`config.mk`:
```
export PLATFORM = sky130hd
export DESIGN_NAME = charlieplexed_led_bar_scanner_core_flat
export DESIGN_NICKNAME = d
export VERILOG_FILES = /design/src/hw/rtl/clbs_pkg.sv /design/src/hw/rtl/clbs_if.sv /design/src/hw/rtl/charlieplexed_led_bar_scanner_core.sv /design/src/flat_wrapper.sv
export SDC_FILE = /design/constraint.sdc
export NUM_CORES = 1
export LEC_CHECK = 0
export ABC_CLOCK_PERIOD_IN_PS = 2500
export BUFFER_PORTS_ARGS = -buffer_cell sky130_fd_sc_hd__clkbuf_2
export CORE_MARGIN = 10
export CORE_UTILIZATION = 27
export CTS_CLUSTER_SIZE = 28
export DETAILED_ROUTE_END_ITERATION = 8
export PLACE_DENSITY = 0.45
export SLEW_MARGIN = 20
export SYNTH_ARGS = -nofsm -noshare
export SYNTH_HDL_FRONTEND = slang
export SYNTH_SLANG_ARGS = --single-unit
export TNS_END_PERCENT = 1
```
`constraint.sdc`:
```
create_clock -name clk_i -period 2.5 [get_ports clk_i]
set_clock_uncertainty 0.05 [all_clocks]
set_input_delay 0.5 -clock clk_i [delete_from_list [all_inputs] [get_ports clk_i]]
set_output_delay 0.5 -clock clk_i [all_outputs]
set_load 0.03 [all_outputs]
```
`src/hw/rtl/clbs_pkg.sv`:
```
// clbs_pkg: shared types, codes and scan tables for the charlieplexed led bar scanner
// no dependencies; used by the channel interfaces and the core
`default_nettype none

package clbs_pkg;

  localparam int unsigned DataW  = 8;
  localparam int unsigned LevelW = 3;
  localparam int unsigned PhaseW = 3;
  localparam int unsigned DriveW = 2;
  localparam int unsigned FuncW  = 2;
  localparam int unsigned CfgIdxW = 3;

  localparam logic [DataW-1:0] ThrOneRst   = 8'd16;
  localparam logic [DataW-1:0] ThrTwoRst   = 8'd37;
  localparam logic [DataW-1:0] ThrThreeRst = 8'd58;
  localparam logic [DataW-1:0] ThrFourRst  = 8'd79;
  localparam logic [DataW-1:0] StepLimRst  = 8'd50;

  localparam logic [LevelW-1:0] LevelMin  = 3'd1;
  localparam logic [LevelW-1:0] LevelMax  = 3'd5;
  localparam logic [LevelW-1:0] LevelNone = 3'd0;
  localparam logic [PhaseW-1:0] PhaseLast = 3'd4;

  typedef enum logic [FuncW-1:0] {
    FUNC_CAP_UPDATE = 2'd0,
    FUNC_START_ON   = 2'd1,
    FUNC_START_OFF  = 2'd2,
    FUNC_SCAN_TICK  = 2'd3
  } func_e;

  typedef enum logic [CfgIdxW-1:0] {
    CFG_THR_ONE    = 3'd0,
    CFG_THR_TWO    = 3'd1,
    CFG_THR_THREE  = 3'd2,
    CFG_THR_FOUR   = 3'd3,
    CFG_STEP_LIMIT = 3'd4
  } cfg_idx_e;

  typedef enum logic [DriveW-1:0] {
    DRV_LOW   = 2'd0,
    DRV_HIGH  = 2'd1,
    DRV_FLOAT = 2'd2
  } drive_e;

  typedef enum logic [2:0] {
    PAT_LOW = 3'd0,
    PAT_L5  = 3'd1,
    PAT_L4  = 3'd2,
    PAT_L34 = 3'd3,
    PAT_L2  = 3'd4,
    PAT_L12 = 3'd5
  } pat_e;

  typedef struct packed {
    drive_e pin_one;
    drive_e pin_two;
    drive_e pin_three;
  } pins_t;

  typedef struct packed {
    pins_t             pins;
    logic [LevelW-1:0] level_shown;
    logic              capacity_active;
    logic              light_on_active;
    logic              light_off_active;
  } out_item_t;

  // pattern for a given bar level and scan phase
  function automatic pat_e scan_pattern(logic [LevelW-1:0] level, logic [PhaseW-1:0] phase);
    pat_e pat;
    pat = PAT_LOW;
    case (phase)
      3'd0: if (level >= 3'd1 && level <= 3'd5) pat = PAT_L5;
      3'd1: begin
        case (level)
          3'd2:      pat = PAT_L4;
          3'd3, 3'd4, 3'd5: pat = PAT_L34;
          default:   pat = PAT_LOW;
        endcase
      end
      3'd2: begin
        case (level)
          3'd1, 3'd2, 3'd3: pat = PAT_L5;
          3'd4:      pat = PAT_L2;
          3'd5:      pat = PAT_L12;
          default:   pat = PAT_LOW;
        endcase
      end
      3'd3: begin
        case (level)
          3'd2:       pat = PAT_L4;
          3'd3:       pat = PAT_L34;
          3'd4, 3'd5: pat = PAT_L5;
          default:    pat = PAT_LOW;
        endcase
      end
      3'd4: begin
        case (level)
          3'd1, 3'd2, 3'd3: pat = PAT_L5;
          3'd4, 3'd5: pat = PAT_L34;
          default:    pat = PAT_LOW;
        endcase
      end
      default: pat = PAT_LOW;
    endcase
    return pat;
  endfunction

  function automatic pins_t pattern_pins(pat_e pat);
    pins_t p;
    case (pat)
      PAT_L5:  p = '{pin_one: DRV_HIGH,  pin_two: DRV_FLOAT, pin_three: DRV_LOW};
      PAT_L4:  p = '{pin_one: DRV_FLOAT, pin_two: DRV_HIGH,  pin_three: DRV_LOW};
      PAT_L34: p = '{pin_one: DRV_LOW,   pin_two: DRV_HIGH,  pin_three: DRV_LOW};
      PAT_L2:  p = '{pin_one: DRV_FLOAT, pin_two: DRV_LOW,   pin_three: DRV_HIGH};
      PAT_L12: p = '{pin_one: DRV_HIGH,  pin_two: DRV_LOW,   pin_three: DRV_HIGH};
      default: p = '{pin_one: DRV_LOW,   pin_two: DRV_LOW,   pin_three: DRV_LOW};
    endcase
    return p;
  endfunction

endpackage

`default_nettype wire

```
`src/hw/rtl/clbs_if.sv`:
```
// clbs channel interfaces: command items, result items and register writes
// depends on clbs_pkg for field widths
`default_nettype none

interface clbs_cmd_if
  import clbs_pkg::*;
();
  logic              valid;
  logic              ready;
  logic [FuncW-1:0]  func;
  logic [DataW-1:0]  capacity;
  logic              display_enable;

  modport source (output valid, output func, output capacity, output display_enable,
                  input ready);
  modport sink   (input valid, input func, input capacity, input display_enable,
                  output ready);
endinterface

interface clbs_res_if
  import clbs_pkg::*;
();
  logic              valid;
  logic              ready;
  logic [DriveW-1:0] pin_one_drive;
  logic [DriveW-1:0] pin_two_drive;
  logic [DriveW-1:0] pin_three_drive;
  logic [LevelW-1:0] level_shown;
  logic              capacity_active;
  logic              light_on_active;
  logic              light_off_active;

  modport source (output valid, output pin_one_drive, output pin_two_drive,
                  output pin_three_drive, output level_shown, output capacity_active,
                  output light_on_active, output light_off_active, input ready);
  modport sink   (input valid, input pin_one_drive, input pin_two_drive,
                  input pin_three_drive, input level_shown, input capacity_active,
                  input light_on_active, input light_off_active, output ready);
endinterface

interface clbs_cfg_if
  import clbs_pkg::*;
();
  logic               valid;
  logic               ready;
  logic [CfgIdxW-1:0] index;
  logic [DataW-1:0]   data;

  modport source (output valid, output index, output data, input ready);
  modport sink   (input valid, input index, input data, output ready);
endinterface

`default_nettype wire

```
`src/hw/rtl/charlieplexed_led_bar_scanner_core.sv`:
```
// charlieplexed led bar scanner core: level mapping, animations and pin scan
// the result of an accepted item is registered in the output register
// throughput: one item per cycle while the result side is ready; the single output register is reloaded as it drains
// reset: thresholds 16/37/58/79, step limit 50, phase and counter zero, all modes off
// depends on clbs_pkg and the channel interfaces in clbs_if.sv
`default_nettype none

module charlieplexed_led_bar_scanner_core
  import clbs_pkg::*;
(
  input  wire         clk_i,
  input  wire         rst_ni,
  clbs_cmd_if.sink    in_i,
  clbs_res_if.source  out_o,
  clbs_cfg_if.sink    cfg_i
);

  logic [DataW-1:0] thr_one_q, thr_two_q, thr_three_q, thr_four_q, step_limit_q;

  logic [PhaseW-1:0] scan_phase_q, scan_phase_d;
  logic [DataW-1:0]  step_count_q, step_count_d;
  logic [LevelW-1:0] cap_level_q, cap_level_d;
  logic [LevelW-1:0] on_level_q, on_level_d;
  logic [LevelW-1:0] off_level_q, off_level_d;
  logic              cap_mode_q, cap_mode_d;
  logic              on_mode_q, on_mode_d;
  logic              off_mode_q, off_mode_d;

  out_item_t out_q, out_d;
  logic      out_valid_q;

  logic              in_fire, cfg_fire;
  func_e             func;
  logic [DataW:0]    step_next;
  logic              step_due;
  logic [LevelW-1:0] cap_map, level;
  logic              show;

  assign in_i.ready  = !out_valid_q || out_o.ready;
  assign in_fire     = in_i.valid && in_i.ready;
  assign cfg_i.ready = 1'b1;
  assign cfg_fire    = cfg_i.valid;
  assign func        = func_e'(in_i.func);

  // shared animation tick counter, one bit wider so a limit of 255 still wraps
  assign step_next = {1'b0, step_count_q} + {{DataW{1'b0}}, 1'b1};
  assign step_due  = step_next > {1'b0, step_limit_q};

  always_comb begin
    if (in_i.capacity <= thr_one_q)        cap_map = 3'd1;
    else if (in_i.capacity <= thr_two_q)   cap_map = 3'd2;
    else if (in_i.capacity <= thr_three_q) cap_map = 3'd3;
    else if (in_i.capacity <= thr_four_q)  cap_map = 3'd4;
    else                                   cap_map = LevelMax;
  end

  always_comb begin
    scan_phase_d = scan_phase_q;
    step_count_d = step_count_q;
    cap_level_d  = cap_level_q;
    on_level_d   = on_level_q;
    off_level_d  = off_level_q;
    cap_mode_d   = cap_mode_q;
    on_mode_d    = on_mode_q;
    off_mode_d   = off_mode_q;
    level        = LevelNone;
    show         = 1'b0;

    case (func)
      FUNC_CAP_UPDATE: begin
        if (in_i.display_enable) begin
          cap_level_d = cap_map;
          cap_mode_d  = 1'b1;
        end else begin
          cap_mode_d  = 1'b0;
        end
      end
      FUNC_START_ON: begin
        if (!on_mode_q) begin
          on_level_d = LevelMin;
          on_mode_d  = 1'b1;
        end
      end
      FUNC_START_OFF: begin
        if (!off_mode_q) begin
          off_level_d = LevelMax;
          off_mode_d  = 1'b1;
        end
      end
      default: begin
        if (off_mode_q) begin
          if (off_level_q != LevelNone) begin
            level        = off_level_q;
            show         = 1'b1;
            step_count_d = step_due ? '0 : step_next[DataW-1:0];
            if (step_due) off_level_d = off_level_q - 3'd1;
          end else begin
            off_mode_d = 1'b0;
          end
        end else if (on_mode_q) begin
          if (on_level_q <= LevelMax) begin
            level        = on_level_q;
            show         = 1'b1;
            step_count_d = step_due ? '0 : step_next[DataW-1:0];
            if (step_due) on_level_d = on_level_q + 3'd1;
          end else begin
            on_mode_d = 1'b0;
          end
        end else if (cap_mode_q) begin
          level = cap_level_q;
          show  = 1'b1;
        end
      end
    endcase

    if (show) begin
      scan_phase_d = (scan_phase_q >= PhaseLast) ? '0 : scan_phase_q + 3'd1;
    end

    out_d.pins             = pattern_pins(show ? scan_pattern(level, scan_phase_q) : PAT_LOW);
    out_d.level_shown      = level;
    out_d.capacity_active  = cap_mode_d;
    out_d.light_on_active  = on_mode_d;
    out_d.light_off_active = off_mode_d;
  end

  always_ff @(posedge clk_i or negedge rst_ni) begin
    if (!rst_ni) begin
      thr_one_q    <= ThrOneRst;
      thr_two_q    <= ThrTwoRst;
      thr_three_q  <= ThrThreeRst;
      thr_four_q   <= ThrFourRst;
      step_limit_q <= StepLimRst;
    end else if (cfg_fire) begin
      case (cfg_idx_e'(cfg_i.index))
        CFG_THR_ONE:    thr_one_q    <= cfg_i.data;
        CFG_THR_TWO:    thr_two_q    <= cfg_i.data;
        CFG_THR_THREE:  thr_three_q  <= cfg_i.data;
        CFG_THR_FOUR:   thr_four_q   <= cfg_i.data;
        CFG_STEP_LIMIT: step_limit_q <= cfg_i.data;
        default: ;
      endcase
    end
  end

  always_ff @(posedge clk_i or negedge rst_ni) begin
    if (!rst_ni) begin
      scan_phase_q <= '0;
      step_count_q <= '0;
      cap_level_q  <= LevelNone;
      on_level_q   <= LevelMin;
      off_level_q  <= LevelMax;
      cap_mode_q   <= 1'b0;
      on_mode_q    <= 1'b0;
      off_mode_q   <= 1'b0;
    end else if (in_fire) begin
      scan_phase_q <= scan_phase_d;
      step_count_q <= step_count_d;
      cap_level_q  <= cap_level_d;
      on_level_q   <= on_level_d;
      off_level_q  <= off_level_d;
      cap_mode_q   <= cap_mode_d;
      on_mode_q    <= on_mode_d;
      off_mode_q   <= off_mode_d;
    end
  end

  always_ff @(posedge clk_i or negedge rst_ni) begin
    if (!rst_ni) begin
      out_valid_q <= 1'b0;
    end else if (in_fire) begin
      out_valid_q <= 1'b1;
    end else if (out_o.ready) begin
      out_valid_q <= 1'b0;
    end
  end

  always_ff @(posedge clk_i) begin
    if (in_fire) out_q <= out_d;
  end

  assign out_o.valid            = out_valid_q;
  assign out_o.pin_one_drive    = out_q.pins.pin_one;
  assign out_o.pin_two_drive    = out_q.pins.pin_two;
  assign out_o.pin_three_drive  = out_q.pins.pin_three;
  assign out_o.level_shown      = out_q.level_shown;
  assign out_o.capacity_active  = out_q.capacity_active;
  assign out_o.light_on_active  = out_q.light_on_active;
  assign out_o.light_off_active = out_q.light_off_active;

`ifndef SYNTHESIS
  // an accepted item always leaves a result behind
  a_fire_gives_result: assert property (@(posedge clk_i) disable iff (!rst_ni)
    in_fire |=> out_valid_q)
    else $error("accepted item left no result");

  // scan phase and animation state move only on accepted items
  a_state_holds_idle: assert property (@(posedge clk_i) disable iff (!rst_ni)
    !in_fire |=> $stable(scan_phase_q) && $stable(step_count_q) && $stable(on_level_q)
                 && $stable(off_level_q))
    else $error("scan state changed without an item");

  // a non-tick item shows nothing and drives all pins low
  a_non_tick_dark: assert property (@(posedge clk_i) disable iff (!rst_ni)
    in_fire && (func != FUNC_SCAN_TICK) |=>
      (out_q.level_shown == LevelNone) && (out_q.pins.pin_one == DRV_LOW)
      && (out_q.pins.pin_two == DRV_LOW) && (out_q.pins.pin_three == DRV_LOW))
    else $error("non-tick item lit the bar");

  // a light-on start command leaves its animation running
  a_start_on_sets_mode: assert property (@(posedge clk_i) disable iff (!rst_ni)
    in_fire && (func == FUNC_START_ON) |=> on_mode_q && out_q.light_on_active)
    else $error("light-on start did not take");

  // phase stays inside the five-slot scan
  a_phase_range: assert property (@(posedge clk_i) disable iff (!rst_ni)
    in_fire && show |=> (scan_phase_q <= PhaseLast) && (out_q.level_shown <= LevelMax))
    else $error("scan phase or level out of range");
`endif

endmodule

`default_nettype wire

```
`src/flat_wrapper.sv`:
```
// flat-port wrapper written by rule: the top's interface ports become plain ports
module charlieplexed_led_bar_scanner_core_flat import clbs_pkg::*;
  (clk_i, rst_ni, in_i_valid, in_i_func, in_i_capacity, in_i_display_enable, in_i_ready, out_o_valid, out_o_pin_one_drive, out_o_pin_two_drive, out_o_pin_three_drive, out_o_level_shown, out_o_capacity_active, out_o_light_on_active, out_o_light_off_active, out_o_ready, cfg_i_valid, cfg_i_index, cfg_i_data, cfg_i_ready);
  clbs_cmd_if in_i_i ();
  clbs_res_if out_o_i ();
  clbs_cfg_if cfg_i_i ();
  input  wire clk_i;
  input  wire rst_ni;
  input wire logic [$bits(in_i_i.valid)-1:0] in_i_valid;
  input wire logic [$bits(in_i_i.func)-1:0] in_i_func;
  input wire logic [$bits(in_i_i.capacity)-1:0] in_i_capacity;
  input wire logic [$bits(in_i_i.display_enable)-1:0] in_i_display_enable;
  output wire logic [$bits(in_i_i.ready)-1:0] in_i_ready;
  output wire logic [$bits(out_o_i.valid)-1:0] out_o_valid;
  output wire logic [$bits(out_o_i.pin_one_drive)-1:0] out_o_pin_one_drive;
  output wire logic [$bits(out_o_i.pin_two_drive)-1:0] out_o_pin_two_drive;
  output wire logic [$bits(out_o_i.pin_three_drive)-1:0] out_o_pin_three_drive;
  output wire logic [$bits(out_o_i.level_shown)-1:0] out_o_level_shown;
  output wire logic [$bits(out_o_i.capacity_active)-1:0] out_o_capacity_active;
  output wire logic [$bits(out_o_i.light_on_active)-1:0] out_o_light_on_active;
  output wire logic [$bits(out_o_i.light_off_active)-1:0] out_o_light_off_active;
  input wire logic [$bits(out_o_i.ready)-1:0] out_o_ready;
  input wire logic [$bits(cfg_i_i.valid)-1:0] cfg_i_valid;
  input wire logic [$bits(cfg_i_i.index)-1:0] cfg_i_index;
  input wire logic [$bits(cfg_i_i.data)-1:0] cfg_i_data;
  output wire logic [$bits(cfg_i_i.ready)-1:0] cfg_i_ready;
  assign in_i_i.valid = in_i_valid;
  assign in_i_i.func = in_i_func;
  assign in_i_i.capacity = in_i_capacity;
  assign in_i_i.display_enable = in_i_display_enable;
  assign in_i_ready = in_i_i.ready;
  assign out_o_valid = out_o_i.valid;
  assign out_o_pin_one_drive = out_o_i.pin_one_drive;
  assign out_o_pin_two_drive = out_o_i.pin_two_drive;
  assign out_o_pin_three_drive = out_o_i.pin_three_drive;
  assign out_o_level_shown = out_o_i.level_shown;
  assign out_o_capacity_active = out_o_i.capacity_active;
  assign out_o_light_on_active = out_o_i.light_on_active;
  assign out_o_light_off_active = out_o_i.light_off_active;
  assign out_o_i.ready = out_o_ready;
  assign cfg_i_i.valid = cfg_i_valid;
  assign cfg_i_i.index = cfg_i_index;
  assign cfg_i_i.data = cfg_i_data;
  assign cfg_i_ready = cfg_i_i.ready;
  charlieplexed_led_bar_scanner_core u_core (.clk_i(clk_i), .rst_ni(rst_ni), .in_i(in_i_i), .out_o(out_o_i), .cfg_i(cfg_i_i));
endmodule
```
==> results.md <==
* Largest area contributor in the netlist: dfrtp_1
* CTS root buf: clkbuf_16
* Post-synth EDFFs at 11
* Buffers on Ports at 39
* Fin area at 0.005466 sq mm
* Area growth syn-to-layout at 23.84%
* Reg2Reg Depth at 12
* Clk_lat worst skew at 0.34 ns
* Via count at 3389
* Register area share after synthesis at 44.30%
* DP HPWL at 8.108 mm
* Starting density of the core at 27.69%
* Min Tclk post-route at 2.546 ns
* Crit path cell chain: buf_6 > nand2_2 > nor2_2 > and3_4 > xor2_2 > ha_1 > buf_4 > nand4_1 > o221ai_2 > a211o_1 > buf_6 > o31ai_1
* Slew headroom at 58.52%
* Main synth FF type: dfrtp_1
* PnR Total Power at 4.587 mW
* Power density over the cells at 839.1 mW/mm^2
* Clock sinks at 75
* Die area at 0.02186 sq mm
* Cell variety after synth at 54
* Status: finished with violations
* Routed Antenna Nets at 0
* CP max-delay cell: dfrtp_1
* Hold Path Class: in2reg
* Synth top area share at 25.51%
* Post-Route WL at 10.57 mm
* 1st-iter DRT viols at 142
* Synth Area per Inst at 9.723 sq um
* Crit path launch type: register
* Drt drc at 0
* Synthesized cell area at 0.004414 sq mm
* DR WL/cell at 14.13 um
* Failing checks: setup timing
* Max Slew Vio Count at 0
* Peak supply drop at 0.0003465 V
* Ys Warns at 0
* Total placed instance area at 0.004989 sq mm
* Max Cap Violations at 0
* Final setup viols at 4
* F_max at 392.8 MHz
* Vias in the first global route at 3481
* Flops & latches, synth at 75
* First-pass GRT wire length at 17.72 mm
* Final Hold Viols at 0
* RePlAce Congestion at 0.7892
* Top delay family on crit path: compound AO/OA/AOI/OAI gates
* Row Count at 46
* Worst setup path category: reg2reg
* Worst-path clk slew at 0.06 ns
* CTS tree: done
* CTS buffer count at 9
* N_diodes at 0
* Synth top cells by count: nand2_1 (57), inv_1 (54), ha_1 (50)
* Fraction of layout cells with a size suffix above 1 at 25.75%
* Worst Max-Slew Pin Slew at 0.6142 ns
* Net Count, Synth at 531
* Most frequent cell after synthesis: nand2_1
* Routed vias/inst at 4.531
* Die H at 147.9 um
* Worst endpoint required time at 2.70 ns
* Worst-path fanout max at 5
* Hold Crit Depth at 2
* Crit path buf inv count at 3
* Leak at 2.543 nW
* Top area cells in the synthesized netlist: dfrtp_1 (26%), ha_1 (14%), dfstp_2 (11%)
* Tcrit/Tclk final at 101.8%
* Num ports at 42
* Final worst slack at -0.04590 ns
* Chip width at 147.9 um
* Clock Tree Buf Depth at 2
* Slowest cell delay on critical path at 0.41 ns
* Core area at 0.01594 sq mm
* Remaining Overflow, GRT at 0
* Worst Path Arrival at 2.74 ns
* TritonRoute pass-1 iters at 4
* RSZ-0062 raised after global routing: true
* Crit-path most repeated cell: buf_6
* H-Tree Depth at 3
* Crit path capture type: register
* WP depth at 12
* Initial antenna violation count at 0
* Largest net degree at the start of global routing at 30
* Asr flop ratio synth at 85.33%
* Nets at 604
* Gr usage total at 10.19%
* Synth Instances at 454
-- cell type report --
cell class | count | area [sq um]
fillers | 1648 | 10480
multi-input cells | 318 | 2312
flip-flops and latches | 75 | 1956
repair buffers | 69 | 437.9
well taps | 216 | 270.3
clock buffers | 12 | 236.5
inverters | 54 | 202.7
clock inverters | 4 | 51.30
-- per-stage QoR --
stage / TNS [ns] / worst slack [ns] / hold slack (ns) / cells / utilization (%)
2_1_floorplan: 0 / 0.001397 / 0.1544 / 454 / -
3_3_place_gp: -0.9154 / -0.1368 / 0.3250 / 722 / 31.29
3_5_place_dp: -1.741 / -0.1922 / 0.3234 / 722 / 31.29
4_1_cts: -0.03088 / -0.01094 / 0.3370 / 741 / 33.42
5_1_grt: -1.850 / -0.1662 / 0.3492 / 748 / 34.29
6_report: -0.1276 / -0.04590 / 0.3552 / 748 / 34.29
-- flip-flops by register name (all words and copies together), names as in the netlist, 2 cells and up --
name	count
u_core.on_level_q	3
u_core.cap_level_q	3
u_core.thr_one_q	8
u_core.thr_four_q	8
u_core.scan_phase_q	3
u_core.out_o.pin_one_drive	2
u_core.thr_two_q	8
u_core.step_limit_q	8
u_core.out_o.level_shown	3
u_core.out_o.pin_two_drive	2
u_core.step_count_q	8
u_core.off_level_q	3
u_core.thr_three_q	8
-- worst register-to-register path, stage by stage (launching register included) --
cell	delay, ns
dfrtp_1	0.41
buf_6	0.14
nand2_2	0.05
nor2_2	0.11
and3_4	0.19
xor2_2	0.17
ha_1	0.27
buf_4	0.13
nand4_1	0.08
o221ai_2	0.14
a211o_1	0.38
buf_6	0.14
o31ai_1	0.18
-- layout by cell type (no fill, tap or decap), types with 11 or more instances in the layout --
| cell type | n |
|---|---|
| inv_1 | 54 |
| mux2_2 | 15 |
| edfxtp_1 | 11 |
| clkbuf_2 | 39 |
| o21ai_0 | 42 |
| nand2_1 | 56 |
| dfrtp_1 | 45 |
| nor2_1 | 22 |
| ha_1 | 49 |
| buf_4 | 25 |
| dfstp_2 | 19 |
| nand3_1 | 15 |
-- layer usage --
layer / up-vias / track usage (%) / wire [um] / part of all wire, %
li1: 1727 / - / - / -
met3: 6 / 3.877 / 470 / 4.4
met2: 46 / 15.49 / 4797 / 45
met4: 0 / 3.072 / 80 / 0.76
met1: 1610 / 13.08 / 5219 / 49
met5: - / 0 / 0 / 0
-- final timing paths --
path,from,endpoint,slack [ns]
hold / removal,in_i_valid,u_core.out_o.valid,0.36
setup / recovery,u_core.step_count_q[0],u_core.on_level_q[2],-0.05
max in group asynchronous,rst_ni,u_core.on_level_q[0],1.22
hold reg to reg,u_core.cap_level_q[1],u_core.cap_level_q[1],0.45
setup reg to reg,u_core.step_count_q[0],u_core.on_level_q[2],-0.05
min in group asynchronous,rst_ni,u_core.thr_two_q[1],0.49
-- report_power, final --
part | total [mW] | internal (mW) | switching [mW]
Clock | 1.28 | 0.774 | 0.505
Combinational | 1.57 | 0.730 | 0.839
Sequential | 1.74 | 1.56 | 0.175
Total | 4.59 | 3.07 | 1.52
-- cells by family (layout without fill, tap and decap cells) --
group / count (synthesis) / after routing / synth area share, %
buffers and inverters: 61 / 139 / 5.527
AOI/OAI and AO/OA: 101 / 101 / 14.97
xor gates and xnor gates: 6 / 6 / 1.190
DFF: 75 / 75 / 44.30
other: 2 / 2 / 0.1701
and+or+nand+nor: 142 / 142 / 15.36
adders and majority gates: 50 / 50 / 14.17
muxes: 17 / 17 / 4.308
-- timing repair --
action                                  CTS  global route
setup buffers                             2             7
hold endpoints to repair                  3             0
endpoints found under the setup margin   14            14
hold buffers                              1             0
resized for setup                         5            19
pin swaps                                 8            17
Power figures use the tool's default switching activity.
